<file path="src/sv/bas_pkg.sv">
`timescale 1ns / 1ps
// ----------------------------------------------------------------------------
// bas_pkg
// Shared types, constants and helpers for the packed-BCD add/subtract/shift
// unit: operation and status codes, pipeline widths and the stage payload.
// ----------------------------------------------------------------------------
package bas_pkg;

    // port widths fixed by the interface
    localparam int DATA_W = 64;
    localparam int CMD_W  = 2;
    localparam int STAT_W = 2;

    // number size in decimal digits (2 to 16)
    localparam int DIGITS = 16;
    localparam int NUM_W  = 4 * DIGITS;

    // digit pipeline: each stage ripples the carry through one digit group
    localparam int STAGES     = 4;
    localparam int GROUP      = (DIGITS + STAGES - 1) / STAGES;
    localparam int GROUP_W    = 4 * GROUP;
    localparam int PAD_DIGITS = GROUP * STAGES;
    localparam int PAD_W      = 4 * PAD_DIGITS;

    // mask of the nibbles that belong to the number
    localparam logic [DATA_W-1:0] NUM_MASK = {DATA_W{1'b1}} >> (DATA_W - NUM_W);

    typedef enum logic [CMD_W-1:0] {
        CMD_ADD   = 2'd0,
        CMD_SUB   = 2'd1,
        CMD_MUL10 = 2'd2,
        CMD_DIV10 = 2'd3
    } cmd_t;

    typedef enum logic [STAT_W-1:0] {
        ST_OK        = 2'd0,
        ST_OVERFLOW  = 2'd1,
        ST_UNDERFLOW = 2'd2
    } status_t;

    // payload carried from stage to stage
    typedef struct packed {
        cmd_t              cmd;
        logic [PAD_W-1:0]  a;      // digits not yet consumed, low group next
        logic [PAD_W-1:0]  b;
        logic [PAD_W-1:0]  r;      // finished digits enter from the top
        logic              carry;  // carry or borrow into the next group
        logic              top;    // carry or borrow out of the top digit
        logic [DATA_W-1:0] shr;    // shift result, worked out on entry
        logic              shovf;  // multiply-by-ten overflow
    } pipe_t;

    // marks the digit of a stage's group that is the number's top digit
    function automatic logic [GROUP-1:0] top_sel_of(input int stage);
        logic [GROUP-1:0] sel;
        sel = '0;
        for (int k = 0; k < GROUP; k++) begin
            sel[k] = ((stage * GROUP + k) == (DIGITS - 1));
        end
        return sel;
    endfunction

endpackage

</file>
<file path="src/sv/bcd_add_sub_shift_unit.sv">
`timescale 1ns / 1ps
// ----------------------------------------------------------------------------
// bcd_add_sub_shift_unit
// Packed-BCD add, subtract, multiply-by-ten and divide-by-ten, pipelined.
// ----------------------------------------------------------------------------
// A command is taken on every clock edge where start is high; busy is always
// low, so one command can be issued per cycle. Each result appears on
// result_value and status for exactly one cycle with done high, in issue
// order, after its command has passed the four stages of the decimal carry
// chain, four digits each, and then the output register. Nibbles above the
// number size read as zero.
// ----------------------------------------------------------------------------
module bcd_add_sub_shift_unit
    import bas_pkg::*;
(
    input  logic              clk,
    input  logic              rst_n,
    input  logic              start,
    output logic              busy,
    input  logic [CMD_W-1:0]  cmd,
    input  logic [DATA_W-1:0] operand_a,
    input  logic [DATA_W-1:0] operand_b,
    output logic              done,
    output logic [DATA_W-1:0] result_value,
    output logic [STAT_W-1:0] status
);

    logic              vld [STAGES+1];
    pipe_t             stg [STAGES+1];
    pipe_t             entry_data;
    logic [DATA_W-1:0] a_in;
    logic [DATA_W-1:0] b_in;
    logic              done_reg;
    logic [DATA_W-1:0] result_reg;
    logic [DATA_W-1:0] result_next;
    logic [STAT_W-1:0] status_reg;
    logic [STAT_W-1:0] status_next;
    logic [DATA_W-1:0] r_full;

    // the pipeline never holds off a command
    assign busy = 1'b0;

    // entry: drop nibbles above the number, work out the shifts
    assign a_in = operand_a & NUM_MASK;
    assign b_in = operand_b & NUM_MASK;

    always_comb
    begin
        entry_data.cmd   = cmd_t'(cmd);
        entry_data.a     = a_in[PAD_W-1:0];
        entry_data.b     = b_in[PAD_W-1:0];
        entry_data.r     = '0;
        entry_data.carry = 1'b0;
        entry_data.top   = 1'b0;
        entry_data.shovf = (a_in[NUM_W-1 -: 4] != 4'd0);
        if (cmd_t'(cmd) == CMD_MUL10)
        begin
            entry_data.shr = entry_data.shovf ? '0 : ((a_in << 4) & NUM_MASK);
        end
        else
        begin
            entry_data.shr = a_in >> 4;
        end
    end

    assign stg[0] = entry_data;
    assign vld[0] = start && !busy;

    // carry chain stages
    for (genvar s = 0; s < STAGES; s++)
    begin : g_stage
        bas_digit_stage u_stage (
            .clk       (clk),
            .rst_n     (rst_n),
            .top_sel   (top_sel_of(s)),
            .in_valid  (vld[s]),
            .in_data   (stg[s]),
            .out_valid (vld[s+1]),
            .out_data  (stg[s+1])
        );
    end

    // result and status select
    assign r_full = DATA_W'(stg[STAGES].r) & NUM_MASK;

    always_comb
    begin
        unique case (stg[STAGES].cmd)
            CMD_ADD:
            begin
                result_next = r_full;
                status_next = stg[STAGES].top ? ST_OVERFLOW : ST_OK;
            end
            CMD_SUB:
            begin
                result_next = stg[STAGES].top ? '0 : r_full;
                status_next = stg[STAGES].top ? ST_UNDERFLOW : ST_OK;
            end
            CMD_MUL10:
            begin
                result_next = stg[STAGES].shr;
                status_next = stg[STAGES].shovf ? ST_OVERFLOW : ST_OK;
            end
            default:
            begin
                result_next = stg[STAGES].shr;
                status_next = ST_OK;
            end
        endcase
    end

    // output strobe
    always_ff @(posedge clk or negedge rst_n)
    begin
        if (!rst_n)
        begin
            done_reg <= 1'b0;
        end
        else
        begin
            done_reg <= vld[STAGES];
        end
    end

    // output payload
    always_ff @(posedge clk)
    begin
        result_reg <= result_next;
        status_reg <= status_next;
    end

    assign done         = done_reg;
    assign result_value = result_reg;
    assign status       = status_reg;

endmodule

</file>
<file path="src/sv/bas_digit_stage.sv">
`timescale 1ns / 1ps
// ----------------------------------------------------------------------------
// bas_digit_stage
// One pipeline stage of the decimal carry chain: adds or subtracts the lowest
// digit group of the remaining operands and registers the partial result.
// ----------------------------------------------------------------------------
module bas_digit_stage
    import bas_pkg::*;
(
    input  logic             clk,
    input  logic             rst_n,
    input  logic [GROUP-1:0] top_sel,
    input  logic             in_valid,
    input  pipe_t            in_data,
    output logic             out_valid,
    output pipe_t            out_data
);

    logic  valid_reg;
    pipe_t data_reg;
    pipe_t data_next;

    // decimal add or borrow subtract over one digit group
    always_comb
    begin
        logic             c;
        logic             top;
        logic [3:0]       da;
        logic [3:0]       db;
        logic [4:0]       sum;
        logic [4:0]       fix;
        logic [GROUP_W-1:0] grp;
        c   = in_data.carry;
        top = in_data.top;
        grp = '0;
        for (int k = 0; k < GROUP; k++)
        begin
            da = in_data.a[4*k +: 4];
            db = in_data.b[4*k +: 4];
            if (in_data.cmd == CMD_SUB)
            begin
                sum = {1'b0, da} - {1'b0, db} - {4'b0, c};
                fix = sum + 5'd10;
                c   = sum[4];
                grp[4*k +: 4] = c ? fix[3:0] : sum[3:0];
            end
            else
            begin
                sum = {1'b0, da} + {1'b0, db} + {4'b0, c};
                fix = sum - 5'd10;
                c   = (sum > 5'd9);
                grp[4*k +: 4] = c ? fix[3:0] : sum[3:0];
            end
            if (top_sel[k])
            begin
                top = c;
            end
        end
        data_next       = in_data;
        data_next.a     = in_data.a >> GROUP_W;
        data_next.b     = in_data.b >> GROUP_W;
        data_next.r     = {grp, in_data.r[PAD_W-1:GROUP_W]};
        data_next.carry = c;
        data_next.top   = top;
    end

    // valid bit
    always_ff @(posedge clk or negedge rst_n)
    begin
        if (!rst_n)
        begin
            valid_reg <= 1'b0;
        end
        else
        begin
            valid_reg <= in_valid;
        end
    end

    // payload
    always_ff @(posedge clk)
    begin
        data_reg <= data_next;
    end

    assign out_valid = valid_reg;
    assign out_data  = data_reg;

endmodule

</file>
<file path="config.mk">
export PLATFORM = sky130hd
export DESIGN_NAME = bcd_add_sub_shift_unit
export DESIGN_NICKNAME = d
export VERILOG_FILES = /design/src/sv/bas_pkg.sv /design/src/sv/bcd_add_sub_shift_unit.sv /design/src/sv/bas_digit_stage.sv
export SDC_FILE = /design/constraint.sdc
export NUM_CORES = 1
export LEC_CHECK = 0
export ABC_AREA = 1
export BUFFER_PORTS_ARGS = -buffer_cell sky130_fd_sc_hd__buf_2
export CORE_ASPECT_RATIO = 0.9
export CORE_UTILIZATION = 48
export CTS_CLUSTER_DIAMETER = 200
export DETAILED_ROUTE_END_ITERATION = 16
export PLACE_DENSITY_LB_ADDON = 0.3
export SETUP_SLACK_MARGIN = 0.5
export SLEW_MARGIN = 20
export SYNTH_ARGS = -nofsm -noshare
export SYNTH_HDL_FRONTEND = slang
export SYNTH_SLANG_ARGS = --single-unit
</file>
<file path="constraint.sdc">
create_clock -name clk -period 9.55 [get_ports clk]
set_clock_uncertainty 0.15 [all_clocks]
set_input_delay 1.4325 -clock clk [delete_from_list [all_inputs] [get_ports clk]]
set_output_delay 1.4325 -clock clk [all_outputs]
set_load 0.01 [all_outputs]
</file>
# After elaboration in Yosys (flattened, before gate mapping)
# Cells that the tools add are included.
word_totals:
  reg_bits: 695
  output_inout_bits: 68
  word_cells: 227
classes:
  add_sub_neg: 94
  magnitude_cmp: 16
  eq_ne: 7
  n_mux: 72
  bitwise_logic: 1
  n_reduce_logical: 3
op_table:
  columns: ["op", "n"]
  rows:
  - ["$mux W4", 48]
  - ["$pmux W64 S2", 1]
  - ["$mux W60", 2]
  - ["$add A4 B4 Y5", 16]
  - ["$gt A5 B4 Y1 const B", 16]
  - ["$sub A4 B4 Y5", 16]
  - ["$add A5 B1 Y5", 15]
  - ["$sub A5 B1 Y5", 15]
  - ["$add A4 B4 Y4 const B", 16]
  - ["$mux W64", 1]
  - ["$sub A4 B4 Y4 const B", 16]
  - ["$mux W1", 18]
  - ["$eq A2 B1 Y1 const B", 5]
  - ["$pmux W2 S3", 1]
  - ["$eq A2 B2 Y1 const B", 2]
  - ["$reduce_bool A4 Y1", 1]
  - ["$logic_not A2 Y1", 1]
  - ["$mux W2", 1]
  - ["$reduce_or A2 Y1", 1]
  - ["$not A1 Y1", 1]

# Longest topological paths before layout
# Gate-level depths: netlist (run 1).
depth:
  word_depth: 14
  ltp_mapped: 60

# Cells and area by module
# From an unflattened synthesis (run 1), not the netlist that was laid out.
hier_totals:
  hier_cells: 2949
  area_unflattened_um2: 31552.8
modules_own_cells:
  columns: ["mod", "n_inst", "cells_per_inst", "area_per_inst_um2", "seq_area_each_um2"]
  rows:
  - ["bas_digit_stage at g_stage[2].u_stage ...", 2, 612, 7056.8, 4609.4]
  - ["bas_digit_stage at g_stage[1].u_stage", 1, 613, 7065.5, 4609.4]
  - ["bas_digit_stage at g_stage[0].u_stage", 1, 609, 7059.3, 4609.4]
  - ["bcd_add_sub_shift_unit", 1, 503, 3314.4, 1346.3]

# Least setup slack after synthesis (run 1)
# Ideal clock, no wire load.
synth_timing:
  path_type: "input to register"
  start: "in operand_a[0]"
  end: "reg g_stage[0].u_stage.data_reg (netlist bit g_stage[0].u_stage.out_data[130])"
  setup_time_ns: 0.112
  t_arrival_ns: 7.932
  slack_ns: 1.356
  path_stages: 52
  cell_sequence: "ha_1 > fa_1 > inv_1 > nand2_1 > nand2_1 > inv_1 > ha_1 > nand2_1 > nand2_1 > nand2_1 > inv_1 > nand3_1 > nand2_1 > o21ai_2 > inv_1 > fa_1 > inv_1 > fa_1 > (+16 left out) > nor2_1 > a21oi_1 > nand3_1 > nand2_1 > o21ai_2 > inv_1 > fa_1 > inv_1 > fa_1 > ha_1 > inv_1 > nor2_1 > a21oi_1 > nand3_1 > nand2_1 > nand3_1 > nand2_1 > nand2_1"
synth_rtl:
  columns: ["item", "line", "rtl"]
  rows:
  - ["start: declaration", "bcd_add_sub_shift_unit.sv:21", "input logic [DATA_W-1:0] operand_a,"]
  - ["end signal: assignment", "bas_digit_stage.sv:83", "data_reg <= data_next;"]
  - ["end: declaration", "bas_digit_stage.sv:20", "pipe_t data_reg;"]

==> results of run 1 <==
-- area by class of cell --
type	instances	area, µm²
diodes	1	2.50
clock inverters	27	274
fillers	4493	22500
well taps	688	861
flip-flops and latches	695	13900
clock buffers	92	1960
multi-input cells	1446	9340
inverters	443	1660
repair buffers	213	1100
-- synth_stat cells --
library cell	instances	area share, %
a21oi_1	21	0.42
inv_1	428	6.4
a21o_1	2	0.060
buf_4	2	0.060
ha_1	183	9.1
o21bai_1	1	0.030
o22ai_1	23	0.57
o21ai_1	16	0.32
nor4_4	1	0.085
nand3_1	272	5.4
a21oi_2	12	0.42
xnor2_1	15	0.52
buf_1	9	0.13
conb_1	1	0.015
nand2_1	643	9.6
o22ai_2	26	1.3
nand4_1	28	0.70
nand2_2	1	0.025
o21ai_2	3	0.10
dfxtp_1	690	55
inv_2	15	0.22
xor2_1	11	0.38
or2_2	7	0.17
buf_6	4	0.18
clkbuf_1	24	0.36
buf_2	8	0.16
nor2_1	32	0.48
nor2_2	8	0.20
dfrtp_1	5	0.50
o211ai_1	22	0.66
fa_1	62	5.0
o21ai_0	56	1.1
-- placed cells by master, fill, tap and decap left out, types with 3 or more instances in the layout --
cell type,instances
nand4_1,28
nand3_1,268
o211ai_1,22
o21ai_1,7
bufinv_16,3
clkbuf_1,11
ha_1,183
dfxtp_1,689
clkbuf_8,10
o21ai_0,56
fa_2,5
o22ai_2,26
o21ai_2,11
fa_1,57
clkbuf_16,71
xnor2_1,15
inv_1,427
nor2_1,32
inv_2,16
xor2_1,11
or2_2,7
nand3_2,4
dfrtp_1,5
nand2_2,19
clkinv_4,3
clkinv_2,11
nor2_2,7
buf_2,199
o22ai_1,23
clkinvlp_4,4
a21oi_1,20
buf_4,14
nand2_1,625
a21oi_2,13
-- layer usage --
metal	GRT usage (%)	vias up
met5	0	-
met4	6.04	2
met3	3.48	90
met2	34.7	343
met1	24.5	7827
li1	-	8686
-- power by group through the flow --
| stage | registers [µW] | clock network, µW | logic [µW] |
|---|---|---|---|
| 2_1_floorplan | 3490 | 0 | 872 |
| 3_3_place_gp | 3500 | 0 | 1200 |
| 3_5_place_dp | 3510 | 0 | 1240 |
| 4_1_cts | 3450 | 2680 | 1250 |
| 5_1_grt | 3480 | 2810 | 1470 |
| 6_report | 3450 | 2620 | 1280 |
-- cells by family (layout without fill, tap and decap cells) --
| logic type | after synthesis | in the layout | share of synthesized area (%) |
|---|---|---|---|
| AOI/OAI and AO/OA | 182 | 182 | 5.01 |
| xor gates and xnor gates | 26 | 26 | 0.910 |
| adders and majority gates | 245 | 245 | 14.1 |
| buffers and inverters | 490 | 775 | 7.54 |
| DFF | 695 | 695 | 55.7 |
| other | 1 | 2 | 0.0150 |
| and+or+nand+nor | 992 | 992 | 16.7 |
-- path summary, 6_finish.rpt --
check | cells after the start | start | to | slack, ps
setup reg to reg | 49 | g_stage[2].u_stage.out_data[66] | g_stage[3].u_stage.out_data[128] | 1000
hold / removal | 0 | g_stage[2].u_stage.out_data[45] | g_stage[3].u_stage.out_data[45] | 160
max in group asynchronous | 1 | rst_n | g_stage[1].u_stage.out_valid | 8640
min in group asynchronous | 1 | rst_n | done | 490
hold reg to reg | 0 | g_stage[2].u_stage.out_data[45] | g_stage[3].u_stage.out_data[45] | 160
setup / recovery | 49 | g_stage[2].u_stage.out_data[66] | g_stage[3].u_stage.out_data[128] | 1000
-- stage by stage --
step	setup WS, ps	utilization (%)	cells	power (µW)	hold WS [ps]
after detailed placement	315	51.8	3480	4750	162
after global placement	735	51.8	3480	4690	160
final	1000	56.5	3605	7340	158
after global routing	437	56.5	3604	7770	162
after floorplan	1360	-	2631	4360	160
after CTS	596	56.1	3599	7390	156
-- what timing repair did --
action	4_1_cts	5_1_grt
setup endpoints to repair	0	16
setup buffers	0	5
resized for setup	0	37
==> flow_metrics.py, run 1 <==
metrics = {
    "global_route": {
        "grt_pass1_vias": 16800,
        "track_usage_pct": 19.7,
        "grt_overflow": 0,
        "grt_max_degree": 67,
        "grt_pass1_wl_mm": 83.0,
        "antenna_found_initial": 1,
    },
    "yosys": {
        "avgSynthCellArea_um2": 9.51,
        "synth_nets": 3009,
        "synth_seq_cells": 695,
        "synth_warnings": 0,
        "netlist_area_um2": 25000,
        "synthCells": 2631,
        "synth.distinct_cells": 32,
        "yosysSeqAreaShare_pct": 55.7,
    },
    "worst_setup_path": {
        "critical_path_buf_inv_count": 9,
        "crit_path_start_kind": "register",
        "cp_top_family": "adder cells",
        "required_ps": 9890,
        "critPathMaxStageDelay_ps": 590,
        "cp_max_fo": 4,
        "criticalPathCategory": "reg2reg",
        "cp_slowest_cell": "fa_2",
        "end_kind": "register",
        "critPathArrivalTime_ps": 8890,
    },
    "timing": {
        "maxSlewViolCount": 0,
        "finalHoldViolations": 0,
        "setup_viol_count_final": 0,
        "tightest_slew_ps": 905,
        "period_needed_ps": 8550,
        "grt_setup_unrepaired": "yes",
        "fmax_mhz": 117,
        "post-route-period-util_pct": 89.5,
        "slew_headroom_pct": 39.7,
        "fin_setup_tns_ps": 0,
    },
    "power": {
        "pwr_density_cell_nw_per_um2": 252,
        "p_sw_share_pct": 27.3,
        "power_frac_seq_pct": 46.9,
        "power.internal_uw": 5340,
        "pwr-share-clk_pct": 35.7,
        "comb_power_share_pct": 17.4,
        "peakVddDrop_mv": 0.155,
        "switchingPower_uw": 2000,
        "leakage_uw": 0.0148,
    },
    "floorplanning": {
        "coreArea_um2": 51600,
        "dieArea_um2": 53100,
        "num_rows": 79,
        "die_h_um": 219,
        "die_w_um": 243,
        "io_pins": 201,
        "start_util_pct": 48.5,
    },
    "routing": {
        "wl_met3_mm": 2.28,
        "wl_met1_mm": 22.9,
        "met2WireLength_mm": 25.6,
        "drt_iter0_drc": 806,
        "dr.pass1.iters": 5,
        "highest_layer": "met5",
        "vias": 16900,
        "ant_nets": 0,
        "post_drt_wl_per_cell_um": 14.4,
        "via_per_inst": 4.70,
        "drc": 0,
        "routed_wl_mm": 52.0,
    },
    "place": {
        "dp_hpwl_mm": 38.2,
        "dpl-instance-area_um2": 26700,
        "place_congestion": 0.844,
        "port_buffers": 199,
    },
    "run_status": {
        "status": "completed",
    },
    "clock_tree": {
        "cts_hold_buf": 0,
        "root_buffer": "clkbuf_16",
        "clock_latency_ps": 590,
        "cts_made_buffers": 69,
        "clock-sinks": 695,
        "clkTransAtPathRegs_ps": 60,
        "cts_tree": "built",
        "htree_levels": 3,
        "cts_buffer_depth": 3,
    },
    "min_path": {
        "hold_class": "reg2reg",
    },
    "cells_and_area": {
        "final_cell_area_um2": 29100,
        "largest_reg_flops": 624,
        "finalNetCount": 3246,
        "drive_gt1_share_pct": 14.8,
        "syn_to_final_growth_pct": 16.4,
    },
    "flow_run": {
        "cap_violations": 0,
    },
}
Note: power is estimated with default switching activity, not from simulation.
==> run 2: changes to the inputs <==
--- a/config.mk
+++ b/config.mk
@@ -11,6 +11,7 @@
 export CORE_UTILIZATION = 48
 export CTS_CLUSTER_DIAMETER = 200
 export DETAILED_ROUTE_END_ITERATION = 16
+export GPL_TIMING_DRIVEN = 0
 export PLACE_DENSITY_LB_ADDON = 0.3
 export SETUP_SLACK_MARGIN = 0.5
 export SLEW_MARGIN = 20
==> run 2 against run 1 <==
Maximum frequency rose by 0.63%. Final cell count rose by 1.1%. Via count rose by 0.85%. Routed wire length rose by 3.7%. Largest cell class unchanged.
==> flow_metrics.py, run 2 (synthesized netlist as in run 1, its figures left out) <==
metrics = {
    "worst_setup_path": {
        "critPathArrivalTime_ps": 8830,
        "crit_path_start_kind": "input port",
        "critPathMaxStageDelay_ps": 490,
        "cpMostUsedCell": "inv_1",
        "cp_max_fo": 5,
        "required_ps": 9890,
        "cp_slowest_cell": "fa_2",
        "end_kind": "register",
        "criticalPathCategory": "in2reg",
    },
    "clock_tree": {
        "cts_tree": "built",
        "root_buffer": "clkbuf_16",
        "cts_hold_buf": 0,
        "clock_latency_ps": 590,
        "cts_buffer_depth": 3,
        "clkTransAtPathRegs_ps": 60,
        "htree_levels": 3,
        "clock-sinks": 695,
        "cts_made_buffers": 70,
    },
    "floorplanning": {
        "io_pins": 201,
        "die_h_um": 219,
        "die_w_um": 243,
        "dieArea_um2": 53100,
        "coreArea_um2": 51600,
        "num_rows": 79,
        "start_util_pct": 48.5,
    },
    "power": {
        "pwr_density_cell_nw_per_um2": 256,
        "leakage_uw": 0.0150,
        "power_frac_seq_pct": 45.8,
        "pwr-share-clk_pct": 37.2,
        "comb_power_share_pct": 17.0,
        "peakVddDrop_mv": 0.158,
        "p_sw_share_pct": 27.0,
        "power.total_uw": 7550,
        "power.internal_uw": 5510,
        "switchingPower_uw": 2040,
    },
    "routing": {
        "via_per_inst": 4.69,
        "dr.pass1.iters": 5,
        "vias": 17100,
        "ant_nets": 0,
        "drc": 0,
        "drt_iter0_drc": 791,
        "routed_wl_mm": 53.9,
        "post_drt_wl_per_cell_um": 14.8,
    },
    "place": {
        "place_congestion": 0.883,
        "dp_hpwl_mm": 41.1,
        "port_buffers": 199,
    },
    "global_route": {
        "grt_max_degree": 16,
        "antenna_found_initial": 0,
        "grt_overflow": 0,
        "grt_pass1_wl_mm": 85.1,
        "track_usage_pct": 20.4,
        "grt_pass1_vias": 16600,
    },
    "timing": {
        "period_needed_ps": 8490,
        "post-route-period-util_pct": 88.9,
        "finalHoldViolations": 0,
        "fin_setup_tns_ps": 0,
        "grt_setup_unrepaired": "yes",
        "tightest_slew_ps": 782,
        "slew_headroom_pct": 47.8,
        "fmax_mhz": 118,
        "setup_viol_count_final": 0,
        "maxSlewViolCount": 0,
    },
    "cells_and_area": {
        "layout_common_cells": "dfxtp_1, nand2_1, inv_1",
        "largest_reg_flops": 624,
        "syn_to_final_growth_pct": 17.7,
        "antenna_cells": 0,
        "drive_gt1_share_pct": 14.8,
        "final_common_cell": "dfxtp_1",
        "finalNetCount": 3284,
        "fill_cells": 4513,
    },
    "min_path": {
        "hold_class": "reg2reg",
    },
    "flow_run": {
        "cap_violations": 0,
    },
    "run_status": {
        "status": "completed",
    },
}
## run 2: stage by stage
| stage | area, µm² | setup WS, ps | std cells | hold WS [ps] | util [%] |
|---|---|---|---|---|---|
| after floorplan | 25000 | 1360 | 2631 | 160 | - |
| after global placement | 26900 | 504 | 3518 | 160 | 52.1 |
| after detailed placement | 26900 | 253 | 3518 | 162 | 52.1 |
| after CTS | 29300 | 559 | 3642 | 159 | 56.8 |
| after global routing | 29500 | 476 | 3646 | 161 | 57.1 |
| final | 29500 | 1060 | 3646 | 161 | 57.1 |
## run 2: area by class of cell
class	instances	area (µm²)	area share [%]
clock inverter	22	334	1.13
timing repair buffer	203	1030	3.48
clock buffer	102	2070	7.01
sequential	695	13900	47.3
buffer	47	224	0.760
multi-input combinational	1446	9340	31.7
inverter	443	1660	5.65
tap	688	861	2.92
## run 2: what timing repair did
action / 4_1_cts / 5_1_grt
endpoints found under the setup margin: 0 / 16
setup buffers: 0 / 4
resized for setup: 0 / 41
## run 2: power groups by stage
stage	clock [µW]	combinational [µW]	sequential, µW
6_report	2810	1280	3460
5_1_grt	3000	1470	3490
4_1_cts	2870	1260	3460
3_5_place_dp	0	1250	3520
3_3_place_gp	0	1210	3510
2_1_floorplan	0	872	3490
## run 2: metal layers
| layer | track usage (%) | routed length, µm | up-vias | part of all wire, % |
|---|---|---|---|---|
| met5 | 0 | 0 | - | 0 |
| li1 | - | - | 8770 | - |
| met4 | 6.58 | 1390 | 0 | 2.6 |
| met3 | 3.54 | 2070 | 96 | 3.8 |
| met2 | 34.6 | 25600 | 306 | 47 |
| met1 | 26.6 | 24900 | 7920 | 46 |
## run 2: final timing paths
| path | slack, ps | endpoint | cells past startpoint | startpoint |
|---|---|---|---|---|
| worst min-delay path | 160 | g_stage[2].u_stage.out_data[85] | 0 | g_stage[1].u_stage.out_data[101] |
| worst max-delay path | 1060 | g_stage[0].u_stage.out_data[128] | 53 | operand_a[0] |
| worst max register to register | 1170 | g_stage[2].u_stage.out_data[128] | 48 | g_stage[1].u_stage.out_data[66] |
| worst min register to register | 160 | g_stage[2].u_stage.out_data[85] | 0 | g_stage[1].u_stage.out_data[101] |
| max in group asynchronous | 8630 | done | 1 | rst_n |
| min in group asynchronous | 500 | g_stage[1].u_stage.out_valid | 1 | rst_n |
## run 2: critical path: cells and delay by family
kind	cells	cell delay, ps
adders and majority gates	12	3750
and+or+nand+nor	22	1910
buffers and inverters	13	960
AOI/OAI and AO/OA	6	780
